<file path="config.mk">
export PLATFORM = sky130hd
export DESIGN_NAME = script_text_tokenizer
export DESIGN_NICKNAME = d
export VERILOG_FILES = /design/src/design/stt_pkg.sv /design/src/design/script_text_tokenizer.sv /design/src/design/stt_front.sv /design/src/design/stt_queue.sv /design/src/design/stt_back.sv
export SDC_FILE = /design/constraint.sdc
export NUM_CORES = 1
export LEC_CHECK = 0
export BUFFER_PORTS_ARGS = -buffer_cell sky130_fd_sc_hd__buf_2
export CAP_MARGIN = 25
export CORE_UTILIZATION = 42
export CTS_CLUSTER_DIAMETER = 120
export DETAILED_ROUTE_END_ITERATION = 12
export GPL_ROUTABILITY_DRIVEN = 0
export HOLD_SLACK_MARGIN = 0.1
export PLACE_DENSITY = 0.54
export SYNTH_ARGS = -nofsm -noshare
export SYNTH_HDL_FRONTEND = slang
export SYNTH_HIERARCHICAL = 1
export SYNTH_SLANG_ARGS = --single-unit
export TNS_END_PERCENT = 20
</file>
<file path="constraint.sdc">
create_clock -name clk_i -period 19.9 [get_ports clk_i]
set_clock_uncertainty 0.2 [all_clocks]
set_input_delay 5.97 -clock clk_i [delete_from_list [all_inputs] [get_ports clk_i]]
set_output_delay 5.97 -clock clk_i [all_outputs]
set_load 0.02 [all_outputs]
</file>
<file path="src/design/stt_pkg.sv">
// Shared types, constants and lexer functions for the script text tokenizer.
`default_nettype none

package stt_pkg;

  // Sizes
  localparam int unsigned TokBufBytes = 4096;
  localparam int unsigned LenW        = 12;
  localparam logic [LenW-1:0] LenLimitMax = LenW'(TokBufBytes - 1);
  localparam int unsigned MaxResults  = 5;
  localparam int unsigned CntW        = 3;
  localparam int unsigned QDepth      = 4;
  localparam int unsigned QPtrW       = 2;
  localparam int unsigned QCntW       = 3;
  localparam int unsigned CfgIdxW     = 1;
  localparam int unsigned CfgDataW    = 12;
  localparam int unsigned InDataW     = 8;
  localparam int unsigned OutDataW    = 16;

  // Character codes
  localparam logic [7:0] ChSpace  = 8'h20;
  localparam logic [7:0] ChSlash  = 8'h2F;
  localparam logic [7:0] ChStar   = 8'h2A;
  localparam logic [7:0] ChQuote  = 8'h22;
  localparam logic [7:0] ChBslash = 8'h5C;
  localparam logic [7:0] ChCr     = 8'h0D;
  localparam logic [7:0] ChLf     = 8'h0A;
  localparam logic [7:0] ChTab    = 8'h09;
  localparam logic [7:0] ChLowN   = 8'h6E;
  localparam logic [7:0] ChLowT   = 8'h74;
  localparam logic [7:0] ChLbrace = 8'h7B;
  localparam logic [7:0] ChRbrace = 8'h7D;
  localparam logic [7:0] ChLpar   = 8'h28;
  localparam logic [7:0] ChRpar   = 8'h29;
  localparam logic [7:0] ChComma  = 8'h2C;
  localparam logic [7:0] ChNul    = 8'h00;

  typedef enum logic [CfgIdxW-1:0] {
    CFG_MAX_LEN    = 1'b0,
    CFG_HIGH_SPACE = 1'b1
  } cfg_idx_e;

  typedef enum logic [2:0] {
    M_SKIP  = 3'd0,
    M_SLASH = 3'd1,
    M_LINE  = 3'd2,
    M_BLOCK = 3'd3,
    M_STAR  = 3'd4,
    M_WORD  = 3'd5,
    M_QUOTE = 3'd6,
    M_ESC   = 3'd7
  } mode_e;

  typedef enum logic [1:0] {
    KIND_BYTE = 2'd0,
    KIND_END  = 2'd1,
    KIND_EOT  = 2'd2
  } kind_e;

  typedef enum logic [1:0] {
    CLS_WORD   = 2'd0,
    CLS_QUOTED = 2'd1,
    CLS_PUNCT  = 2'd2
  } cls_e;

  typedef struct packed {
    kind_e      kind;
    logic [7:0] ch;
    cls_e       cls;
    logic       ovf;
  } item_t;

  typedef struct packed {
    logic [CntW-1:0]              n;
    item_t [MaxResults-1:0]       items;
  } batch_t;

  typedef struct packed {
    mode_e           mode;
    logic [LenW-1:0] len;
    logic            ovf;
  } lex_t;

  typedef struct packed {
    lex_t   st;
    batch_t b;
  } work_t;

  typedef struct packed {
    logic [LenW-1:0] lim;
    logic            hspace;
  } cfg_t;

  typedef struct packed {
    logic full;
    logic empty;
  } q_stat_t;

  function automatic logic f_is_space(logic [7:0] c, logic hs);
    return (c <= ChSpace) || (c[7] && hs);
  endfunction

  function automatic logic f_is_punct(logic [7:0] c);
    return (c == ChLbrace) || (c == ChRbrace) || (c == ChLpar) ||
           (c == ChRpar) || (c == ChComma);
  endfunction

  // Add one result to the batch if it has room
  function automatic work_t f_emit(work_t w, kind_e k, logic [7:0] ch, cls_e cls,
                                   logic ovf);
    work_t r;
    r = w;
    if (r.b.n < CntW'(MaxResults)) begin
      r.b.items[r.b.n].kind = k;
      r.b.items[r.b.n].ch   = ch;
      r.b.items[r.b.n].cls  = cls;
      r.b.items[r.b.n].ovf  = ovf;
      r.b.n = r.b.n + CntW'(1);
    end
    return r;
  endfunction

  // Emit a token byte below the limit, else mark overflow
  function automatic work_t f_append(work_t w, logic [7:0] ch, cls_e cls, cfg_t cfg);
    work_t r;
    r = w;
    if (r.st.len < cfg.lim) begin
      r = f_emit(r, KIND_BYTE, ch, cls, 1'b0);
      r.st.len = r.st.len + LenW'(1);
    end else begin
      r.st.ovf = 1'b1;
    end
    return r;
  endfunction

  function automatic work_t f_close(work_t w, cls_e cls);
    work_t r;
    r = f_emit(w, KIND_END, ChNul, cls, w.st.ovf);
    r.st.len  = '0;
    r.st.ovf  = 1'b0;
    r.st.mode = M_SKIP;
    return r;
  endfunction

  function automatic work_t f_start(work_t w, logic [7:0] c, cfg_t cfg);
    work_t r;
    r = w;
    if (f_is_space(c, cfg.hspace)) begin
      r = w;
    end else if (c == ChSlash) begin
      r.st.mode = M_SLASH;
    end else if (c == ChQuote) begin
      r.st.mode = M_QUOTE;
    end else if (f_is_punct(c)) begin
      r = f_append(r, c, CLS_PUNCT, cfg);
      r = f_close(r, CLS_PUNCT);
    end else begin
      r.st.mode = M_WORD;
      r = f_append(r, c, CLS_WORD, cfg);
    end
    return r;
  endfunction

  function automatic work_t f_word(work_t w, logic [7:0] c, cfg_t cfg);
    work_t r;
    r = w;
    if (f_is_space(c, cfg.hspace)) begin
      r = f_close(r, CLS_WORD);
    end else if (f_is_punct(c)) begin
      r = f_close(r, CLS_WORD);
      r = f_start(r, c, cfg);
    end else begin
      r = f_append(r, c, CLS_WORD, cfg);
    end
    return r;
  endfunction

  function automatic work_t f_quote(work_t w, logic [7:0] c, cfg_t cfg);
    work_t r;
    r = w;
    if (c == ChQuote) begin
      r = f_close(r, CLS_QUOTED);
    end else if (c == ChBslash) begin
      r.st.mode = M_ESC;
    end else if (c != ChCr) begin
      r = f_append(r, c, CLS_QUOTED, cfg);
    end
    return r;
  endfunction

  // One text byte in the current mode
  function automatic work_t f_handle(work_t w, logic [7:0] c, cfg_t cfg);
    work_t r;
    r = w;
    unique case (w.st.mode)
      M_SKIP:  r = f_start(r, c, cfg);
      M_SLASH: begin
        if (c == ChStar) begin
          r.st.mode = M_BLOCK;
        end else if (c == ChSlash) begin
          r.st.mode = M_LINE;
        end else begin
          r.st.mode = M_WORD;
          r = f_append(r, ChSlash, CLS_WORD, cfg);
          r = f_word(r, c, cfg);
        end
      end
      M_LINE: begin
        if (c == ChLf) r.st.mode = M_SKIP;
      end
      M_BLOCK: begin
        if (c == ChStar) r.st.mode = M_STAR;
      end
      M_STAR: begin
        if (c == ChSlash) r.st.mode = M_SKIP;
        else if (c != ChStar) r.st.mode = M_BLOCK;
      end
      M_WORD:  r = f_word(r, c, cfg);
      M_QUOTE: r = f_quote(r, c, cfg);
      M_ESC: begin
        r.st.mode = M_QUOTE;
        if (c == ChLowN) begin
          r = f_append(r, ChLf, CLS_QUOTED, cfg);
        end else if (c == ChLowT) begin
          r = f_append(r, ChTab, CLS_QUOTED, cfg);
        end else if (c == ChQuote) begin
          r = f_append(r, ChQuote, CLS_QUOTED, cfg);
        end else begin
          r = f_append(r, ChBslash, CLS_QUOTED, cfg);
          r = f_quote(r, c, cfg);
        end
      end
      default: r = w;
    endcase
    return r;
  endfunction

  // Close any open token, then end the text
  function automatic work_t f_finish(work_t w, cfg_t cfg);
    work_t r;
    r = w;
    unique case (w.st.mode)
      M_SLASH: begin
        r = f_append(r, ChSlash, CLS_WORD, cfg);
        r = f_close(r, CLS_WORD);
      end
      M_WORD:  r = f_close(r, CLS_WORD);
      M_QUOTE: r = f_close(r, CLS_QUOTED);
      M_ESC: begin
        r = f_append(r, ChBslash, CLS_QUOTED, cfg);
        r = f_close(r, CLS_QUOTED);
      end
      default: r = w;
    endcase
    r = f_emit(r, KIND_EOT, ChNul, CLS_WORD, 1'b0);
    r.st.mode = M_SKIP;
    r.st.len  = '0;
    r.st.ovf  = 1'b0;
    return r;
  endfunction

endpackage

`default_nettype wire

</file>
<file path="src/design/script_text_tokenizer.sv">
// Top level of the script text tokenizer: lexer, batch queue and output serializer.
//
//  Channel   Dir  Handshake                     Content
//  s_axis    in   s_axis_tvalid/s_axis_tready   tdata: text_byte; tlast: end_of_text
//  m_axis    out  m_axis_tvalid/m_axis_tready   tdata: char, class, overflow; tuser: kind
//  cfg       in   cfg_we_i                      cfg_idx_i, cfg_data_i (write only)
//
// One text byte is taken each cycle while the four-entry batch queue has room.
// A byte yields zero to five results, sent one per cycle from the queue head while the
// output is ready, so the output port sets the sustained rate.
// The results of an accepted byte are registered in the batch queue before they are sent.
// Reset clears lexer state, queue pointers and registers to their reset values.
// A stalled output only fills the queue; input stalls once it is full.
`default_nettype none

module script_text_tokenizer (
  input  wire                          clk_i,
  input  wire                          rst_ni,
  input  wire                          cfg_we_i,
  input  wire  [stt_pkg::CfgIdxW-1:0]  cfg_idx_i,
  input  wire  [stt_pkg::CfgDataW-1:0] cfg_data_i,
  input  wire                          s_axis_tvalid,
  output logic                         s_axis_tready,
  input  wire  [stt_pkg::InDataW-1:0]  s_axis_tdata,  // [7:0] text_byte
  input  wire                          s_axis_tlast,  // end_of_text
  output logic                         m_axis_tvalid,
  input  wire                          m_axis_tready,
  output logic [stt_pkg::OutDataW-1:0] m_axis_tdata,  // [7:0] token_char, [9:8] token_class,
                                                      // [10] overflow, [15:11] zero
  output logic [1:0]                   m_axis_tuser,  // [1:0] item_kind
  output logic                         m_axis_tlast   // last_of_run
);
  import stt_pkg::*;

  q_stat_t q_stat;
  batch_t  push_batch, head;
  logic    push, pop;
  item_t   out_item;

  stt_front u_front (
    .clk_i      (clk_i),
    .rst_ni     (rst_ni),
    .cfg_we_i   (cfg_we_i),
    .cfg_idx_i  (cfg_idx_i),
    .cfg_data_i (cfg_data_i),
    .s_valid_i  (s_axis_tvalid),
    .s_ready_o  (s_axis_tready),
    .s_byte_i   (s_axis_tdata),
    .s_end_i    (s_axis_tlast),
    .q_stat_i   (q_stat),
    .push_o     (push),
    .batch_o    (push_batch)
  );

  stt_queue u_queue (
    .clk_i   (clk_i),
    .rst_ni  (rst_ni),
    .push_i  (push),
    .batch_i (push_batch),
    .pop_i   (pop),
    .head_o  (head),
    .stat_o  (q_stat)
  );

  stt_back u_back (
    .clk_i     (clk_i),
    .rst_ni    (rst_ni),
    .head_i    (head),
    .q_stat_i  (q_stat),
    .pop_o     (pop),
    .m_valid_o (m_axis_tvalid),
    .m_ready_i (m_axis_tready),
    .m_item_o  (out_item),
    .m_last_o  (m_axis_tlast)
  );

  // Pack the output item
  assign m_axis_tdata = {5'b0, out_item.ovf, out_item.cls, out_item.ch};
  assign m_axis_tuser = out_item.kind;

  // Never write into a full queue
  a_no_push_full: assert property (@(posedge clk_i) disable iff (!rst_ni)
    push |-> !q_stat.full) else $error("push into full batch queue");

  // End of text is always the final result of its byte
  a_eot_last: assert property (@(posedge clk_i) disable iff (!rst_ni)
    (m_axis_tvalid && m_axis_tuser == KIND_EOT) |-> m_axis_tlast)
    else $error("end of text not last of run");

  // Token bytes never carry the overflow flag
  a_byte_no_ovf: assert property (@(posedge clk_i) disable iff (!rst_ni)
    (m_axis_tvalid && m_axis_tuser == KIND_BYTE) |-> !m_axis_tdata[10])
    else $error("overflow flag on token byte");

  // Hold a stalled output transaction unchanged until it is taken
  a_out_hold: assert property (@(posedge clk_i) disable iff (!rst_ni)
    (m_axis_tvalid && !m_axis_tready) |=>
      (m_axis_tvalid && $stable(m_axis_tdata) && $stable(m_axis_tuser) &&
       $stable(m_axis_tlast)))
    else $error("output changed while stalled");

endmodule

`default_nettype wire

</file>
<file path="src/design/stt_front.sv">
// Front end: configuration registers and the lexer that turns one byte into a result batch.
`default_nettype none

module stt_front (
  input  wire                          clk_i,
  input  wire                          rst_ni,
  input  wire                          cfg_we_i,
  input  wire  [stt_pkg::CfgIdxW-1:0]  cfg_idx_i,
  input  wire  [stt_pkg::CfgDataW-1:0] cfg_data_i,
  input  wire                          s_valid_i,
  output logic                         s_ready_o,
  input  wire  [7:0]                   s_byte_i,
  input  wire                          s_end_i,
  input  stt_pkg::q_stat_t             q_stat_i,
  output logic                         push_o,
  output stt_pkg::batch_t              batch_o
);
  import stt_pkg::*;

  logic [LenW-1:0] max_len_q;
  logic            hspace_q;
  lex_t            lex_q, lex_d;
  cfg_t            cfg;
  work_t           w;
  logic            accept;

  // Configuration writes
  always_ff @(posedge clk_i or negedge rst_ni) begin
    if (!rst_ni) begin
      max_len_q <= LenW'(4095);
      hspace_q  <= 1'b1;
    end else if (cfg_we_i) begin
      unique case (cfg_idx_e'(cfg_idx_i))
        CFG_MAX_LEN:    max_len_q <= cfg_data_i[LenW-1:0];
        CFG_HIGH_SPACE: hspace_q  <= cfg_data_i[0];
        default:        max_len_q <= max_len_q;
      endcase
    end
  end

  // Clamp the limit to the token buffer
  always_comb begin
    cfg.lim    = (max_len_q > LenLimitMax) ? LenLimitMax : max_len_q;
    cfg.hspace = hspace_q;
  end

  // Lex one byte, closing the text on NUL or the end flag
  always_comb begin
    w.st = lex_q;
    w.b  = '0;
    if (s_byte_i == ChNul) begin
      w = f_finish(w, cfg);
    end else begin
      w = f_handle(w, s_byte_i, cfg);
      if (s_end_i) w = f_finish(w, cfg);
    end
  end

  assign s_ready_o = !q_stat_i.full;
  assign accept    = s_valid_i && s_ready_o;
  assign push_o    = accept && (w.b.n != '0);
  assign batch_o   = w.b;
  assign lex_d     = accept ? w.st : lex_q;

  // Lexer state
  always_ff @(posedge clk_i or negedge rst_ni) begin
    if (!rst_ni) begin
      lex_q.mode <= M_SKIP;
      lex_q.len  <= '0;
      lex_q.ovf  <= 1'b0;
    end else begin
      lex_q <= lex_d;
    end
  end

endmodule

`default_nettype wire

</file>
<file path="src/design/stt_queue.sv">
// Short batch queue between the lexer and the output serializer.
`default_nettype none

module stt_queue (
  input  wire              clk_i,
  input  wire              rst_ni,
  input  wire              push_i,
  input  stt_pkg::batch_t  batch_i,
  input  wire              pop_i,
  output stt_pkg::batch_t  head_o,
  output stt_pkg::q_stat_t stat_o
);
  import stt_pkg::*;

  batch_t           mem_q [QDepth];
  logic [QPtrW-1:0] wr_ptr_q, rd_ptr_q;
  logic [QCntW-1:0] cnt_q;

  assign stat_o.full  = (cnt_q == QCntW'(QDepth));
  assign stat_o.empty = (cnt_q == '0);
  assign head_o       = mem_q[rd_ptr_q];

  // Store pushed batches
  always_ff @(posedge clk_i) begin
    if (push_i) mem_q[wr_ptr_q] <= batch_i;
  end

  // Advance pointers and occupancy
  always_ff @(posedge clk_i or negedge rst_ni) begin
    if (!rst_ni) begin
      wr_ptr_q <= '0;
      rd_ptr_q <= '0;
      cnt_q    <= '0;
    end else begin
      if (push_i) wr_ptr_q <= wr_ptr_q + QPtrW'(1);
      if (pop_i)  rd_ptr_q <= rd_ptr_q + QPtrW'(1);
      if (push_i && !pop_i)      cnt_q <= cnt_q + QCntW'(1);
      else if (pop_i && !push_i) cnt_q <= cnt_q - QCntW'(1);
    end
  end

endmodule

`default_nettype wire

</file>
<file path="src/design/stt_back.sv">
// Back end: sends the results of the head batch one transaction at a time.
`default_nettype none

module stt_back (
  input  wire              clk_i,
  input  wire              rst_ni,
  input  stt_pkg::batch_t  head_i,
  input  stt_pkg::q_stat_t q_stat_i,
  output logic             pop_o,
  output logic             m_valid_o,
  input  wire              m_ready_i,
  output stt_pkg::item_t   m_item_o,
  output logic             m_last_o
);
  import stt_pkg::*;

  logic [CntW-1:0] idx_q;
  logic            fire;

  assign m_valid_o = !q_stat_i.empty;
  assign m_item_o  = head_i.items[idx_q];
  assign m_last_o  = (idx_q == (head_i.n - CntW'(1)));
  assign fire      = m_valid_o && m_ready_i;
  assign pop_o     = fire && m_last_o;

  // Step through the batch, wrap on its last result
  always_ff @(posedge clk_i or negedge rst_ni) begin
    if (!rst_ni) begin
      idx_q <= '0;
    end else if (fire) begin
      idx_q <= m_last_o ? '0 : idx_q + CntW'(1);
    end
  end

endmodule

`default_nettype wire
</file>
==> impl_metrics.ini <==
[clock_network]
cts_resized = 0
postCtsHoldBufs = 0
clock_sinks = 311
root_buffer = clkbuf_16
clk_pin_slew_worst_paths_ns = 0.06
post-cts-setup-buffers = 0
htreeDepth = 2
cts_made_buffers = 35
tritoncts = done
insertion_delay_ns = 0.54
clk_path_buf_depth = 3

[sta]
finalCritPeriodShare_pct = 77.0
finalWorstSetupSlack_ns = 4.57
setup_viol = 0
hold_ws_ns = 0.287
grt_setup_unrepaired = false
max_clock_freq_ghz = 0.0652
fin_tns_setup_ns = 0
tightest_slew_ns = 1.00
finalHoldViolations = 0
slew_headroom_pct = 33.0
slew_violations = 0
fin_crit_ns = 15.33

[routing]
routed_wl_um = 47900
drt_iter0_drc = 1324
drc = 0
drtPass1Iterations = 6
num_vias = 12193
postRouteAntennaNets = 0
avgRoutedWirePerCell_um = 24.0
via_per_inst = 6.11

[placement]
preCtsSetupSlack_ns = 4.20
port_buffers = 42
place_hpwl_um = 33100

[global_route]
grtUsageTotal_pct = 22.0
grt_max_degree = 69
antenna_found_initial = 0
overflow = 0
first_global_vias = 11895
grt_pass1_wl_um = 73200

[worst_setup_path]
start_kind = primary input
slowest_stage = nor4b_4
required_ns = 19.86
worstPathArrival_ns = 15.28
worstPathMaxFanout = 48
crit_family = compound AO/OA/AOI/OAI gates
path_class = primary input to flop
cp-end-kind = flop
slowest_delay_ns = 0.75
worst-path-buf-inv = 4

[final_layout]
nFillCells = 3822
final_common_cell = edfxtp_1
area_growth_pct = 6.67
drive_above_1_share_pct = 18.2
final_cell_mix = edfxtp_1, nand2_1, nor2_1
fin_nets = 1515
n_antenna_cell = 0

[synthesis]
ys_async_sr_fraction_pct = 12.5
ys_seq_area_share_pct = 50.8
avgSynthCellArea_um2 = 12.4
syn-cell-area_um2 = 18000
synth_cell_types = 114
yosysWarnings = 6
syn_inst = 1458
synth.ff_latch_count = 311
ys.flop_type = edfxtp_1
synth_edf_count = 272

[floorplan]
ios = 48
die_w_um = 209
start_util_pct = 42.8
core_um2 = 42100
die-area_um2 = 43800
die_height_um = 209
core.rowCount = 75

[hold_path]
min_path_type = flop to flop

[power_and_ir_drop]
peakVddDrop_mv = 0.0817
leakagePower_nw = 6.92
p_per_area_nw_per_um2 = 171
power_mw = 3.28

[flow_run]
drv_cap = 0

[run_status]
status = finished, final reports clean
-- area by class of cell --
cell class | count | area (um^2) | area share, %
Timing Repair Buffer | 63 | 392 | 2.04
Sequential cell | 311 | 9170 | 47.6
Multi-Input combinational cell | 958 | 7700 | 40.0
Clock buffer | 44 | 910 | 4.73
Inverter | 63 | 239 | 1.24
Tap cell | 539 | 674 | 3.50
Clock inverter | 19 | 163 | 0.845
-- per-layer routing --
layer	global-route usage (%)	part of all wire, %
met1	31.9	45
met2	33.4	45
met3	3.59	6.4
met4	7.76	2.7
met5	0	0
-- power breakdown --
group	internal, mW	switching [mW]
sequential	0.967	0.0985
combinational	0.606	1.01
clock	0.352	0.254
-- state kept, by name, summed over array words and instances (netlist names) --
| signal | count |
|---|---|
| u_queue/rd_ptr_q | 2 |
| u_queue/cnt_q | 3 |
| u_front/max_len_q | 12 |
| u_front/hspace_q | 1 |
| u_queue/mem_q | 272 |
| u_queue/wr_ptr_q | 2 |
| u_front/lex_q | 16 |
| u_back/idx_q | 3 |
-- cells in the mapped netlist (8+ instances only) --
cell type / instances / area [um^2]
ha_1: 55 / 688
buf_2: 25 / 125
o22ai_1: 11 / 68.8
and2_1: 21 / 131
o21ai_1: 15 / 75.1
a31oi_1: 8 / 50.1
buf_4: 78 / 586
nand4_1: 21 / 131
inv_1: 58 / 218
and3_1: 11 / 68.8
dfstp_2: 13 / 342
o21ai_0: 70 / 350
nand3_1: 46 / 230
o21a_1: 9 / 67.6
dfrtp_1: 26 / 651
o221ai_1: 10 / 87.6
o211ai_1: 11 / 82.6
clkbuf_1: 28 / 105
xnor2_1: 15 / 131
a211oi_1: 13 / 97.6
nor2_1: 91 / 342
a21o_1: 10 / 75.1
edfxtp_1: 272 / 8170
nand2_1: 117 / 439
nor3_1: 33 / 165
mux4_2: 76 / 1710
a21oi_1: 69 / 345
xor2_1: 8 / 70.1
a22o_1: 26 / 228
-- cells by family (layout without fill, tap and decap cells) --
kind of cell | Yosys count | in the layout | synth area share, %
AOI/OAI and AO/OA | 346 | 346 | 13.9
xor gates and xnor gates | 26 | 26 | 1.43
adders and majority gates | 56 | 56 | 3.93
buffers and inverters | 210 | 189 | 7.04
DFF | 311 | 311 | 50.8
muxes | 92 | 92 | 10.9
other | 2 | 23 | 0.0416
and+or+nand+nor | 415 | 415 | 11.9
-- worst paths after layout --
path,startpoint,to,slack [ns],cells after the start
worst min-delay path,u_queue/cnt_q[2],u_queue/cnt_q[2],0.29,1
min in group asynchronous,rst_ni,u_front/lex_q[5],5.32,2
max in group asynchronous,rst_ni,u_queue/rd_ptr_q[1],13.74,2
worst max-delay path,s_axis_tdata[7],u_queue/mem_q[3][19],4.57,32
worst max register to register,u_front/max_len_q[9],u_queue/mem_q[3][19],6.55,44
worst min register to register,u_queue/cnt_q[2],u_queue/cnt_q[2],0.29,1
-- per-stage QoR --
| stage | utilization (%) | instance area, um^2 | instances |
|---|---|---|---|
| 5_1_grt | 45.7 | 19200 | 1997 |
| 6_report | 45.7 | 19200 | 1997 |
| 3_3_place_gp | 43.0 | 18100 | 1932 |
| 3_5_place_dp | 43.0 | 18100 | 1932 |
| 2_1_floorplan | - | 18100 | 1479 |
| 4_1_cts | 45.6 | 19200 | 1995 |
(Power assumes the default switching activity.)
